[src/rtl/assert_macros.svh]
// Assertion macros shared by the blink sequencer RTL.
`ifndef ASSERT_MACROS_SVH
`define ASSERT_MACROS_SVH

// Check that a condition implies another in the same cycle.
`define LBPS_ASSERT_SAME(name, cond, prop) \
  name: assert property (@(posedge clk) disable iff (rst) (cond) |-> (prop)) \
    else $error("sequencer check failed in same cycle");

// Check that a condition implies another in the next cycle.
`define LBPS_ASSERT_NEXT(name, cond, prop) \
  name: assert property (@(posedge clk) disable iff (rst) (cond) |=> (prop)) \
    else $error("sequencer check failed in next cycle");

`endif

[src/rtl/lbps_pkg.sv]
// Types, constants and the blink pattern ROM of the LED blink sequencer.
package lbps_pkg;

  localparam int ROM_PATTERNS = 17;
  localparam int ROM_ROWS     = 12;

  localparam logic [7:0] MARK_WRAP    = 8'hff;
  localparam logic [7:0] MARK_ONESHOT = 8'hfe;
  localparam logic [7:0] HOLD_UNIT    = 8'd5;
  localparam logic [4:0] PATTERN_ALL_OFF = 5'd10;

  typedef struct packed {
    logic [7:0] level;
    logic [7:0] hold;
  } rom_row_t;

  typedef struct packed {
    logic       pattern_valid;
    logic [4:0] pattern_number;
  } item_t;

  typedef struct packed {
    logic       led_level;
    logic [4:0] active_pattern;
  } result_t;

  localparam rom_row_t ROW_WRAP = '{level: MARK_WRAP, hold: MARK_WRAP};
  localparam rom_row_t ROW_ZERO = '{level: 8'd0, hold: 8'd0};

  function automatic rom_row_t mk_row(logic [7:0] level, logic [7:0] hold);
    rom_row_t r;
    r.level = level;
    r.hold  = hold;
    return r;
  endfunction

  // Blink ROM: patterns 0..9 are five short/long blinks and a gap,
  // patterns 10..16 list rows, wrap marks to row 5; the rest reads as zero.
  function automatic rom_row_t rom_read(logic [4:0] pat, logic [3:0] row);
    rom_row_t   r;
    logic [2:0] blink;
    logic       long_blink;
    r          = ROW_ZERO;
    blink      = 3'(row >> 1);
    long_blink = 1'b0;
    if (pat < 5'(ROM_PATTERNS) && row < 4'(ROM_ROWS)) begin
      if (pat < PATTERN_ALL_OFF) begin
        if (pat <= 5'd5) begin
          long_blink = ({2'b00, blink} >= pat);
        end else begin
          long_blink = ({2'b00, blink} < (pat - 5'd5));
        end
        if (row == 4'd11) begin
          r = ROW_WRAP;
        end else if (row == 4'd10) begin
          r = mk_row(8'd0, HOLD_UNIT * 8'd2);
        end else if (row[0]) begin
          r = mk_row(8'd0, HOLD_UNIT);
        end else begin
          r = mk_row(8'd1, long_blink ? HOLD_UNIT * 8'd3 : HOLD_UNIT);
        end
      end else begin
        r = (row < 4'd6) ? ROW_WRAP : ROW_ZERO;
        case (pat)
          5'd10: if (row == 4'd0) r = mk_row(8'd0, 8'd1);
          5'd11: if (row == 4'd0) r = mk_row(8'd1, 8'd1);
          5'd12: begin
            if (row == 4'd0) r = mk_row(8'd1, 8'd1);
            if (row == 4'd1) r = mk_row(8'd0, 8'd199);
          end
          5'd13: begin
            if (row == 4'd0) r = mk_row(8'd1, 8'd1);
            if (row == 4'd1) r = mk_row(8'd0, 8'd99);
          end
          5'd14: begin
            if (row == 4'd0) r = mk_row(8'd1, 8'd12);
            if (row == 4'd1) r = mk_row(8'd0, 8'd12);
          end
          5'd15: begin
            if (row == 4'd0) r = mk_row(8'd1, 8'd4);
            if (row == 4'd1) r = mk_row(8'd0, 8'd1);
            if (row == 4'd2) r = mk_row(MARK_ONESHOT, MARK_ONESHOT);
          end
          5'd16: begin
            if (row == 4'd0) r = mk_row(8'd1, 8'd1);
            if (row == 4'd1) r = mk_row(8'd0, 8'd9);
            if (row == 4'd2) r = mk_row(8'd1, 8'd1);
            if (row == 4'd3) r = mk_row(8'd0, 8'd89);
          end
          default: r = ROW_ZERO;
        endcase
      end
    end
    return r;
  endfunction

endpackage

[src/rtl/lbps_if.sv]
// Handshake channels of the blink sequencer: tick input and LED result.
interface lbps_in_if;
  logic       valid;
  logic       ready;
  logic       pattern_valid;
  logic [4:0] pattern_number;

  modport source (output valid, output pattern_valid, output pattern_number, input ready);
  modport sink (input valid, input pattern_valid, input pattern_number, output ready);
endinterface

interface lbps_out_if;
  logic       valid;
  logic       ready;
  logic       led_level;
  logic [4:0] active_pattern;

  modport source (output valid, output led_level, output active_pattern, input ready);
  modport sink (input valid, input led_level, input active_pattern, output ready);
endinterface

[src/rtl/led_blink_pattern_sequencer_top.sv]
// LED blink pattern sequencer: one tick beat in, one LED level beat out.
//
// in_ch carries one beat per tick: pattern_valid and pattern_number. A valid
// number below PATTERN_COUNT that differs from the running pattern restarts
// playback at row 0 of that pattern; other numbers are ignored.
// out_ch returns one beat per tick: led_level (1 lit) and active_pattern.
// An accepted tick lands in the input register; once the result register
// can load, it is processed and its result is held on out_ch until taken.
// Throughput: one tick per cycle while out_ch.ready is high; the ROM
// lookup, row advance and hold countdown are a single pass between the
// input and result registers.
// Reset: pattern 10 (all off), row 0, hold 0; both channels empty.
// Stall: when out_ch.ready is low the result register holds its beat, the
// input register holds one more tick, and in_ch.ready drops only when both
// are full.
`include "assert_macros.svh"

module led_blink_pattern_sequencer_top #(
  parameter int ROWS_PER_PATTERN = 12,
  parameter int PATTERN_COUNT    = 17
) (
  input  logic        clk,
  input  logic        rst,
  lbps_in_if.sink     in_ch,
  lbps_out_if.source  out_ch
);

  logic              item_valid;
  lbps_pkg::item_t   item;
  lbps_pkg::result_t res;
  logic              can_load;
  logic              take;

  assign take = item_valid && can_load;

  lbps_in_reg u_in_reg (
    .clk        (clk),
    .rst        (rst),
    .in_ch      (in_ch),
    .take       (take),
    .item_valid (item_valid),
    .item       (item)
  );

  lbps_seq #(
    .ROWS_PER_PATTERN (ROWS_PER_PATTERN),
    .PATTERN_COUNT    (PATTERN_COUNT)
  ) u_seq (
    .clk  (clk),
    .rst  (rst),
    .step (take),
    .item (item),
    .res  (res)
  );

  lbps_out_reg u_out_reg (
    .clk      (clk),
    .rst      (rst),
    .load     (take),
    .res      (res),
    .can_load (can_load),
    .out_ch   (out_ch)
  );

  `LBPS_ASSERT_NEXT(a_take_gives_result, take, out_ch.valid)
  `LBPS_ASSERT_NEXT(a_item_kept_on_stall, item_valid && !take, item_valid)
  `LBPS_ASSERT_SAME(a_pattern_in_range, out_ch.valid, out_ch.active_pattern < PATTERN_COUNT)

endmodule

[src/rtl/lbps_in_reg.sv]
// Input register of the blink sequencer: holds one tick beat until consumed.
module lbps_in_reg (
  input  logic                clk,
  input  logic                rst,
  lbps_in_if.sink             in_ch,
  input  logic                take,
  output logic                item_valid,
  output lbps_pkg::item_t     item
);

  logic accept;

  assign in_ch.ready = !item_valid || take;
  assign accept      = in_ch.valid && in_ch.ready;

  always_ff @(posedge clk) begin
    if (rst) begin
      item_valid <= 1'b0;
    end else if (accept) begin
      item_valid <= 1'b1;
    end else if (take) begin
      item_valid <= 1'b0;
    end
  end

  always_ff @(posedge clk) begin
    if (accept) begin
      item.pattern_valid  <= in_ch.pattern_valid;
      item.pattern_number <= in_ch.pattern_number;
    end
  end

endmodule

[src/rtl/lbps_seq.sv]
// Pattern sequencer state: pattern select, row advance, hold countdown.
module lbps_seq #(
  parameter int ROWS_PER_PATTERN = 12,
  parameter int PATTERN_COUNT    = 17
) (
  input  logic              clk,
  input  logic              rst,
  input  logic              step,
  input  lbps_pkg::item_t   item,
  output lbps_pkg::result_t res
);

  localparam logic [5:0] PAT_LIMIT = 6'(PATTERN_COUNT);
  localparam logic [4:0] ROW_LIMIT = 5'(ROWS_PER_PATTERN);

  logic [4:0] pattern, pattern_next;
  logic [3:0] row, row_next;
  logic [7:0] hold, hold_next;

  logic       change;
  logic [4:0] pat1;
  logic [3:0] row1, row_adv;
  logic [7:0] hold1;
  lbps_pkg::rom_row_t entry_adv, entry_out;
  lbps_pkg::rom_row_t entry_req, entry_first;

  function automatic lbps_pkg::rom_row_t read_row(logic [4:0] pat, logic [3:0] r);
    lbps_pkg::rom_row_t e;
    if ({1'b0, r} >= ROW_LIMIT) begin
      e = lbps_pkg::ROW_WRAP;
    end else begin
      e = lbps_pkg::rom_read(pat, r);
    end
    return e;
  endfunction

  always_comb begin
    change = item.pattern_valid && ({1'b0, item.pattern_number} < PAT_LIMIT) &&
             (item.pattern_number != pattern);
    entry_req = read_row(item.pattern_number, 4'd0);
    pat1  = change ? item.pattern_number : pattern;
    row1  = change ? 4'd0 : row;
    hold1 = change ? entry_req.hold : hold;

    row_adv     = row1 + 4'd1;
    entry_adv   = read_row(pat1, row_adv);
    entry_first = read_row(pat1, 4'd0);

    pattern_next = pat1;
    row_next     = row1;
    hold_next    = hold1 - 8'd1;
    if (hold1 == 8'd0) begin
      if (entry_adv.level == lbps_pkg::MARK_WRAP) begin
        row_next  = 4'd0;
        hold_next = entry_first.hold;
      end else if (entry_adv.level == lbps_pkg::MARK_ONESHOT) begin
        pattern_next = lbps_pkg::PATTERN_ALL_OFF;
        row_next     = 4'd0;
        hold_next    = 8'd0;
      end else begin
        row_next  = row_adv;
        hold_next = entry_adv.hold;
      end
    end

    entry_out          = read_row(pattern_next, row_next);
    res.led_level      = (entry_out.level != 8'd0);
    res.active_pattern = pattern_next;
  end

  always_ff @(posedge clk) begin
    if (rst) begin
      pattern <= lbps_pkg::PATTERN_ALL_OFF;
      row     <= 4'd0;
      hold    <= 8'd0;
    end else if (step) begin
      pattern <= pattern_next;
      row     <= row_next;
      hold    <= hold_next;
    end
  end

endmodule

[src/rtl/lbps_out_reg.sv]
// Result register of the blink sequencer: holds one result beat for the receiver.
module lbps_out_reg (
  input  logic              clk,
  input  logic              rst,
  input  logic              load,
  input  lbps_pkg::result_t res,
  output logic              can_load,
  lbps_out_if.source        out_ch
);

  assign can_load = !out_ch.valid || out_ch.ready;

  always_ff @(posedge clk) begin
    if (rst) begin
      out_ch.valid <= 1'b0;
    end else if (load) begin
      out_ch.valid <= 1'b1;
    end else if (out_ch.ready) begin
      out_ch.valid <= 1'b0;
    end
  end

  always_ff @(posedge clk) begin
    if (load) begin
      out_ch.led_level      <= res.led_level;
      out_ch.active_pattern <= res.active_pattern;
    end
  end

endmodule
[src/flat_wrapper.sv]
// flat-port wrapper written by rule: the top's interface ports become plain ports
module led_blink_pattern_sequencer_top_flat 
#(
  parameter int ROWS_PER_PATTERN = 12,
  parameter int PATTERN_COUNT    = 17
)
  (clk, rst, in_ch_valid, in_ch_pattern_valid, in_ch_pattern_number, in_ch_ready, out_ch_valid, out_ch_led_level, out_ch_active_pattern, out_ch_ready);
  lbps_in_if in_ch_i ();
  lbps_out_if out_ch_i ();
  input  logic clk;
  input  logic rst;
  input wire logic [$bits(in_ch_i.valid)-1:0] in_ch_valid;
  input wire logic [$bits(in_ch_i.pattern_valid)-1:0] in_ch_pattern_valid;
  input wire logic [$bits(in_ch_i.pattern_number)-1:0] in_ch_pattern_number;
  output wire logic [$bits(in_ch_i.ready)-1:0] in_ch_ready;
  output wire logic [$bits(out_ch_i.valid)-1:0] out_ch_valid;
  output wire logic [$bits(out_ch_i.led_level)-1:0] out_ch_led_level;
  output wire logic [$bits(out_ch_i.active_pattern)-1:0] out_ch_active_pattern;
  input wire logic [$bits(out_ch_i.ready)-1:0] out_ch_ready;
  assign in_ch_i.valid = in_ch_valid;
  assign in_ch_i.pattern_valid = in_ch_pattern_valid;
  assign in_ch_i.pattern_number = in_ch_pattern_number;
  assign in_ch_ready = in_ch_i.ready;
  assign out_ch_valid = out_ch_i.valid;
  assign out_ch_led_level = out_ch_i.led_level;
  assign out_ch_active_pattern = out_ch_i.active_pattern;
  assign out_ch_i.ready = out_ch_ready;
  led_blink_pattern_sequencer_top #(.ROWS_PER_PATTERN(ROWS_PER_PATTERN), .PATTERN_COUNT(PATTERN_COUNT)) u_core (.clk(clk), .rst(rst), .in_ch(in_ch_i), .out_ch(out_ch_i));
endmodule
[config.mk]
export PLATFORM = sky130hd
export DESIGN_NAME = led_blink_pattern_sequencer_top_flat
export DESIGN_NICKNAME = d
export VERILOG_FILES = /design/src/rtl/lbps_pkg.sv /design/src/rtl/lbps_if.sv /design/src/rtl/led_blink_pattern_sequencer_top.sv /design/src/rtl/lbps_in_reg.sv /design/src/rtl/lbps_seq.sv /design/src/rtl/lbps_out_reg.sv /design/src/flat_wrapper.sv
export VERILOG_INCLUDE_DIRS = /design/src /design/src/rtl
export SDC_FILE = /design/constraint.sdc
export NUM_CORES = 1
export LEC_CHECK = 0
export ABC_AREA = 1
export BUFFER_PORTS_ARGS = -buffer_cell sky130_fd_sc_hd__buf_2
export CAP_MARGIN = 20
export CORE_MARGIN = 2
export CORE_UTILIZATION = 56
export DETAILED_ROUTE_END_ITERATION = 7
export PLACE_DENSITY_LB_ADDON = 0.25
export SLEW_MARGIN = 20
export SYNTH_ARGS = -nofsm -noshare
export SYNTH_HDL_FRONTEND = slang
export SYNTH_HIERARCHICAL = 1
export SYNTH_SLANG_ARGS = --single-unit
[constraint.sdc]
create_clock -name clk -period 6.9 [get_ports clk]
set_input_delay 0.69 -clock clk [delete_from_list [all_inputs] [get_ports clk]]
set_output_delay 0.69 -clock clk [all_outputs]
set_load 0.005 [all_outputs]
# Yosys cells after proc, flatten, opt, wreduce, memory -nomap -nowiden

Cells that the tools add are included.

Register bits: 31
Word-level logic and storage cells: 170
Input port bits: 10

$lt $le $gt $ge: 24
Add/sub/neg operators: 5
Eq/ne operators: 34
Muxes and demuxes: 80
Reduce and logical (&&, ||, !) cells: 18

Operators by type and width:

| operator                                                         | count |
|---|---|
| 2-to-1 mux 16 bit                                                | 34 |
| one-hot mux 16 bit (7 select lines)                              | 2 |
| equality test 5 x 4 -> 1 bit, second input constant              | 18 |
| 2-to-1 mux 8 bit                                                 | 8 |
| 2-to-1 mux 9 bit                                                 | 4 |
| 2-to-1 mux 4 bit                                                 | 8 |
| one-hot mux 4 bit (4 select lines)                               | 2 |
| less-than comparator 5 bit, second input constant                | 4 |
| 2-to-1 mux 5 bit                                                 | 4 |
| 2-to-1 mux 1 bit                                                 | 18 |
| equality test 4 x 2 -> 1 bit, second input constant              | 4 |
| equality test 4 bit, second input constant                       | 4 |
| equality test 8 bit, second input constant                       | 2 |
| equality test 5 bit, second input constant                       | 3 |
| less-or-equal comparator 5 x 3 -> 1 bit, second input constant   | 3 |
| less-than comparator 5 x 4 -> 1 bit, second input constant       | 3 |
| subtractor 5 x 3 -> 5 bit, second input constant                 | 3 |
| greater-or-equal comparator 1 x 5 -> 1 bit, first input constant | 2 |
| greater-or-equal comparator 3 x 5 -> 1 bit                       | 2 |
| less-than comparator 1 x 5 -> 1 bit, first input constant        | 2 |
| less-than comparator 3 x 5 -> 1 bit                              | 2 |
| equality test 4 x 1 -> 1 bit, second input constant              | 2 |
| greater-or-equal comparator 4 bit, second input constant         | 2 |
| zero test 4 bit                                                  | 2 |
| other kinds (12)                                                 | 23 |

# Longest topological paths before layout

Gate-level depths: netlist of run 1.

Word-level depth: 35
Mapped depth: 33
Depth with buffers taken out: 32

# Modules after synthesis

Netlist of run 1, hierarchy kept.

Modules (own cells, without submodules):

| module                          | area an instance (um^2) | times used | sequential area each (um^2) | cells an instance |
|---|---|---|---|---|
| lbps_seq                        | 2543.7                  | 1          | 340.3                       | 420 |
| lbps_in_reg                     | 227.7                   | 1          | 200.2                       | 12 |
| lbps_out_reg                    | 222.7                   | 1          | 200.2                       | 11 |
| led_blink_pattern_sequencer_top | 7.5                     | 1          | 0.0                         | 2 |

# Worst setup path before layout of run 1

No wires, ideal clock.

Kind: reg2reg
From: register u_core/u_in_reg/item[0] (netlist name)
To: register u_core.u_out_reg.out_ch.led_level (data pin)
Path slack: 3347 ps
Cell stages (with the launch flop): 33
Arrival time: 3300 ps
Data required time: 6648 ps
Buffers on the path: 1
Cells stage by stage: edfxtp_1 -> nor2_1 -> nor2_1 -> nor2_1 -> nand3_1 -> nand2_1 -> buf_6 -> inv_2 -> nor2_1 -> inv_1 -> ha_1 -> inv_1 -> nand3_2 -> nand2_4 -> nor2_2 -> nand2_4 -> nand2_2 -> nand2_2 -> nand2_2 -> nor2_4 -> nand3_2 -> nand2_4 -> nand3_4 -> a21oi_4 -> nand2_1 -> nand2_1 -> nand2_1 -> nand2_1 -> nand3_1 -> nand2_1 -> nand2_1 -> nand2_1 -> nand2_1

RTL lines:

| item             | RTL line      | text |
|---|---|---|
| end: declaration | lbps_if.sv:18 | `modport source (output valid, output led_level, output active_pattern, input ready);` |

==> impl_metrics.csv, run 1 <==
group,metric,value,unit
route,vias,3059,
layout,final_common_cell,"nand2_1",
layout,diodes,0,
critical_path,timing.rr.end,"u_core/u_out_reg/out_ch.led_level",
power,power_density,222,mW/mm²
worst_hold_path,worst_hold_startpoint,"u_core/u_seq/hold[1]",
placement,post-place-ws,2390,ps
status,outcome,"finished clean",
sta,slew_violations,0,
clocking,cts.sinks,31,
placement,hpwl,5850,µm
sta,fin_crit,4630,ps
grt,first_global_vias,3001,
critical_path,slowest_stage,"nand2_1",
layout,layout.cells.non_filler,532,
flow_run,max_cap_viol_count,0,
power,clkPwrFrac,0.298,
power,switching_share,0.383,
layout,nNetsFinal,492,
die,die_h,77.2,µm
sta,finalSetupViolCount,0,
critical_path,cp-start-kind,"flop",
critical_path,critPathCaptureType,"flop",
route,firstDrtPassIters,7,
yosys,ys_seq_area_frac,0.247,
clocking,htree_levels,2,
placement,routabilityCongestion,1.02,
route,wirelength,7670,µm
yosys,synthCells,445,
route,first_iter_violations,374,
clocking,cts-root-buf,"clkbuf_8",
clocking,cts_resized,0,
grt,grt_max_degree,28,
die,initial_core_util,0.584,
placement,post-place-cells,524,
layout,area_growth,8.59,%
route,drc_errors,0,
clocking,cts_buffers,5,
yosys,yosysWarnings,6,
sta,grt_setup_unrepaired,"no",
yosys,synth.avg_cell_area,6.75,µm²
clocking,cts_tree,"yes",
critical_path,reg2regPathDepth,26,
power,p_sw,277,µW
yosys,netlist_area,0.00300,mm²
route,viasPerCell,5.75,
power,vdd_ir_drop_max,0.176,mV
clocking,postCtsHoldBufs,0,
critical_path,crit_path_frequent_cell,"nand2_1",
grt,grt_overflow,0,
yosys,synth_nets,476,
die,io_pins,18,
sta,setup_ws,2270,ps
die,core-area,0.00514,mm²
die,die_w,77.2,µm
die,rows,26,
sta,tightest_slew,845,ps
layout,layout-drive-gt1-share,0.186,
critical_path,cp_max_fo,20,
power,pwr-share-seq,0.307,
clocking,clk_latency,280,ps
grt,grt.total_usage,0.276,
sta,finClkSkew,5.67,ps
critical_path,arrival,4670,ps
worst_hold_path,min_path_cells,2,
critical_path,required,6950,ps
worst_hold_path,min_path_type,"reg -> reg",
die,dieArea,0.00596,mm²
power,power.internal,446,µW
critical_path,rr_startpoint,"u_core/u_in_reg/item[0]",
grt,grt_pass1_wl,13600,µm
route,ant_nets,0,
placement,io_buffers,17,
sta,timing.fmax,216,MHz
sta,slew_headroom,0.433,
critical_path,critPathKind,"reg -> reg",
grt,antenna_found_initial,0,
clocking,path_clk_slew,70,ps
route,avgRoutedWirePerCell,14.4,µm
critical_path,startpoint,"u_core/u_in_reg/item[0]",
sta,fin_tns_setup,0,ps
sta,hold_viol,0,
power,p_leak,0.00157,µW
worst_hold_path,hold_path_end,"u_core/u_seq/hold[1]",
power,combPwrFrac,0.395,
yosys,synth_cell_type_count,43,
sta,period_share,0.670,
layout,final_cell_mix,"93 x nand2_1, 54 x inv_1, 43 x nor2_1",
clocking,clock_path_buffers,2,
yosys,synth_seq_cells,31,
critical_path,slowest_delay,570,ps
critical_path,rrSetupSlack,2270,ps
clocking,postCtsSetupRepairBufs,0,
-- registers in the layout, indices dropped and copies added, names as in the netlist --
register and flops:
u_core/u_in_reg/item 6, u_core/u_in_reg/item_valid 1, u_core/u_out_reg/out_ch.active_pattern 5, u_core/u_out_reg/out_ch.led_level 1, u_core/u_out_reg/out_ch.valid 1, u_core/u_seq/hold 8, u_core/u_seq/pattern 5, u_core/u_seq/row 4
-- synth_stat cells --
| cell | number | area, µm² |
|---|---|---|
| a211oi_1 | 3 | 22.5 |
| a21boi_0 | 1 | 7.51 |
| a21oi_1 | 27 | 135 |
| a21oi_2 | 3 | 26.3 |
| a21oi_4 | 1 | 16.3 |
| a31oi_1 | 8 | 50.1 |
| a41oi_1 | 1 | 8.76 |
| buf_1 | 1 | 3.75 |
| buf_2 | 2 | 10.0 |
| buf_6 | 2 | 22.5 |
| clkbuf_1 | 3 | 11.3 |
| dfxtp_1 | 19 | 380 |
| edfxtp_1 | 12 | 360 |
| ha_1 | 21 | 263 |
| inv_1 | 54 | 203 |
| inv_2 | 17 | 63.8 |
| mux2i_1 | 1 | 10.0 |
| nand2_1 | 93 | 349 |
| nand2_2 | 13 | 81.3 |
| nand2_4 | 5 | 56.3 |
| nand3_1 | 27 | 135 |
| nand3_2 | 5 | 50.1 |
| nand3_4 | 2 | 35.0 |
| nand3b_1 | 2 | 15.0 |
| nand4_1 | 11 | 68.8 |
| nand4_2 | 1 | 12.5 |
| nor2_1 | 43 | 161 |
| nor2_2 | 6 | 37.5 |
| nor2_4 | 3 | 33.8 |
| nor3_1 | 7 | 35.0 |
| nor3_2 | 1 | 10.0 |
| o2111ai_1 | 2 | 17.5 |
| o211ai_1 | 3 | 22.5 |
| o21ai_0 | 26 | 130 |
| o21ai_1 | 3 | 15.0 |
| o21ai_2 | 4 | 35.0 |
| o221ai_2 | 1 | 15.0 |
| o22ai_1 | 1 | 6.26 |
| o311ai_0 | 1 | 8.76 |
| o31ai_1 | 2 | 15.0 |
| o41ai_1 | 3 | 26.3 |
| xnor2_1 | 1 | 8.76 |
| xor2_1 | 3 | 26.3 |
-- cell families (layout without fill, tap and decap cells) --
logic type,after synthesis,after routing,synth area share
multiplexers,1,1,0.00333
XOR/XNOR,4,4,0.0117
flip-flops,31,31,0.247
AO/OA/AOI/OAI,90,90,0.186
adder cells (fa/ha/maj),21,21,0.0875
AND/OR/NAND/NOR,219,219,0.360
buffers and inverters,79,96,0.105
-- worst max-delay path by stage --
stage | endpoint | slack, ps | cells after the start
6_report | u_core/u_out_reg/out_ch.led_level | 2270 | 26
5_1_grt | u_core/u_out_reg/out_ch.led_level | 1750 | 29
4_1_cts | u_core/u_out_reg/out_ch.led_level | 2380 | 26
3_5_place_dp | u_core/u_out_reg/out_ch.led_level | 2390 | 26
3_3_place_gp | u_core/u_out_reg/out_ch.led_level | 2500 | 23
2_1_floorplan | u_core/u_out_reg/out_ch.led_level | 3350 | 32
-- cell type report --
cell class                 count  area [µm²]
multi-input combinational    335        1950
clock buffer                   6        72.6
timing repair buffer          17        85.1
tap                           70        87.6
clock inverter                 2        60.1
fill                         481        1880
sequential                    31         741
inverter                      71         267
-- critical path, delay by kind of cell (launching register included) --
kind	cells	cell delay, ps
simple gates	19	2710
compound gates	2	230
flops	1	540
fa+ha+maj	1	380
buf+inv	4	520
-- power groups by stage --
stage / combinational [µW] / sequential (µW) / clock [µW]
after floorplan: 223 / 223 / 0
after global placement: 276 / 225 / 0
after detailed placement: 278 / 225 / 0
after CTS: 280 / 222 / 219
after global routing: 321 / 224 / 225
final: 286 / 222 / 215
-- metal layers --
layer  vias to the layer above  GRT usage  part of all wire
met5                         -          0                 0
met1                      1392      0.377              0.47
li1                       1529          -                 -
met2                       120      0.450              0.46
met4                         0     0.0768             0.020
met3                        18     0.0435             0.057
-- stage by stage --
| step | power, µW | instance area, µm² | hold WS, ps | utilization |
|---|---|---|---|---|
| 3_5_place_dp | 503 | 3130 | 482 | 0.608 |
| 6_report | 723 | 3260 | 483 | 0.634 |
| 3_3_place_gp | 501 | 3130 | 460 | 0.608 |
| 2_1_floorplan | 445 | 3000 | 444 | - |
| 5_1_grt | 770 | 3260 | 511 | 0.634 |
| 4_1_cts | 721 | 3260 | 493 | 0.634 |
Note: power is estimated with default switching activity, not from simulation.
==> inputs of run 2 (changes only) <==
==> constraint.sdc (replaced) <==
create_clock -name clk -period 3.7 [get_ports clk]
set_input_delay 0.37 -clock clk [delete_from_list [all_inputs] [get_ports clk]]
set_output_delay 0.37 -clock clk [all_outputs]
set_load 0.005 [all_outputs]
==> run 2 against run 1 <==
Flip-flop and latch count did not move; clock power rose by 58%; clock-buffer cell count fell by 1; global-route usage rose by 0.30 points; critical path type unchanged; clock skew rose by 2.2 ps; die area did not move.
==> impl_metrics.csv, run 2 (synthesized netlist as in run 1, its figures left out) <==
group,metric,value,unit
die,rows,26,
critical_path,arrival,3720,ps
route,first_iter_violations,357,
sta,grt_setup_unrepaired,"yes",
route,avgRoutedWirePerCell,15.9,µm
clocking,htree_levels,2,
sta,slew_violations,0,
critical_path,required,3750,ps
grt,grt.total_usage,0.279,
route,ant_nets,0,
power,finalPower,1410,µW
route,viasPerCell,5.90,
clocking,cts.sinks,31,
layout,largestRegisters,"u_core/u_seq/hold x8, u_core/u_in_reg/item x6",
sta,finClkSkew,7.84,ps
route,drc_errors,0,
layout,final_cell_mix,"91 x nand2_1, 51 x inv_1, 34 x nor2_1",
clocking,postCtsHoldBufs,0,
layout,area_growth,21.4,%
clocking,clock_path_buffers,2,
sta,slew_headroom,0.616,
layout,nNetsFinal,524,
sta,fin_crit,3670,ps
sta,hold_viol,0,
critical_path,critPathKind,"reg -> reg",
layout,regMostFlops,"u_core/u_seq/hold",
status,outcome,"finished clean",
flow_run,max_cap_viol_count,0,
power,p_leak,0.00173,µW
die,io_pins,18,
grt,grt_pass1_wl,13600,µm
die,dieArea,0.00596,mm²
grt,grt_overflow,0,
die,die_w,77.2,µm
layout,largest_register_ffs,8,
die,initial_core_util,0.584,
clocking,cts_tree,"yes",
sta,timing.fmax,273,MHz
route,wirelength,8990,µm
layout,layout-drive-gt1-share,0.289,
layout,diodes,0,
clocking,path_clk_slew,70,ps
route,vias,3326,
clocking,clk_latency,290,ps
sta,period_share,0.991,
route,firstDrtPassIters,5,
critical_path,critPathCaptureType,"flop",
clocking,cts_buffers,5,
worst_hold_path,min_path_type,"in -> reg",
layout,final_common_cell,"nand2_1",
power,power_density,387,mW/mm²
clocking,cts-root-buf,"clkbuf_8",
sta,finalSetupViolCount,0,
layout,final_core_util,0.709,
grt,antenna_found_initial,0,
placement,io_buffers,17,
critical_path,cp-start-kind,"flop",
die,die_h,77.2,µm
grt,grt_max_degree,20,
power,vdd_ir_drop_max,0.329,mV
sta,fin_tns_setup,0,ps
placement,post-place-cells,541,
layout,layout.cells.non_filler,564,
critical_path,cp_max_fo,5,
placement,hpwl,6310,µm
placement,routabilityCongestion,0.965,
sta,tightest_slew,576,ps
grt,first_global_vias,2977,
die,core-area,0.00514,mm²
run 2: changes by cell type in the layout (fill, tap and decap cells not counted), moves of 3 or more:
cell     change
a21oi_1      -4
inv_1        -3
buf_4       +30
nor2_4       +4
ha_1         -4
nor2_2       +5
a21oi_2      +4
nor2_1       -9
ha_4         +3
run 2: critical path, stage by stage (launching register included):
cell and delay [ps]:
edfxtp_1 450, nor2_1 130, nor2_1 50, nor2_1 110, nand3_1 130, nand2_2 130, inv_2 70, nor2_4 190
buf_6 130, ha_4 190, inv_2 80, nand3_4 90, nand2_4 90, inv_2 50, nand2_1 70, nand2_1 90
nand2_1 70, nand2_1 60, o21ai_1 160, nand2_1 80, a21oi_2 250, nand3b_1 210, nand4_1 130, nand2_1 90
a21oi_1 150, nand2_1 70, nand2_1 60, nand2_1 50
run 2: power breakdown:
part	internal [µW]	switching (µW)	total [µW]
combinational	241	419	660
sequential	390	22.6	412
clock	200	139	339
run 2: routing by layer:
metal / part of all wire / GRT usage / vias to the layer above
met5: 0 / 0 / -
met4: 0.038 / 0.0911 / 0
met3: 0.064 / 0.0494 / 38
met2: 0.48 / 0.458 / 155
met1: 0.41 / 0.369 / 1544
li1: - / - / 1589
run 2: cell type report:
cell class	instances	area, µm²
sequential	31	741
clock inverter	3	43.8
clock buffer	5	68.8
fill	439	1500
multi-input combinational	335	2090
timing repair buffer	49	342
inverter	71	272
tap	70	87.6
run 2: timing repair:
item	in CTS	in global routing
gates resized for setup	1	36
endpoints found under the setup margin	1	12
buffers inserted	2	13
pin swaps	0	18
run 2: path summary, 6_finish.rpt:
kind / startpoint / to / slack [ps] / cells past startpoint
max: u_core/u_in_reg/item[0] / u_core/u_out_reg/out_ch.led_level / 30 / 27
min reg2reg: u_core/u_seq/hold[5] / u_core/u_seq/hold[5] / 470 / 2
min: in_ch_pattern_number[4] / u_core/u_in_reg/item[4] / 260 / 1
max reg2reg: u_core/u_in_reg/item[0] / u_core/u_out_reg/out_ch.led_level / 30 / 27
run 2: per-stage QoR:
stage	hold WS, ps	instance area (µm²)	setup slack (ps)
after floorplan	432	3000	147
after global placement	457	3270	101
after detailed placement	460	3270	-1.14
after CTS	252	3400	4.47
after global routing	249	3640	-304
final	259	3640	32.0
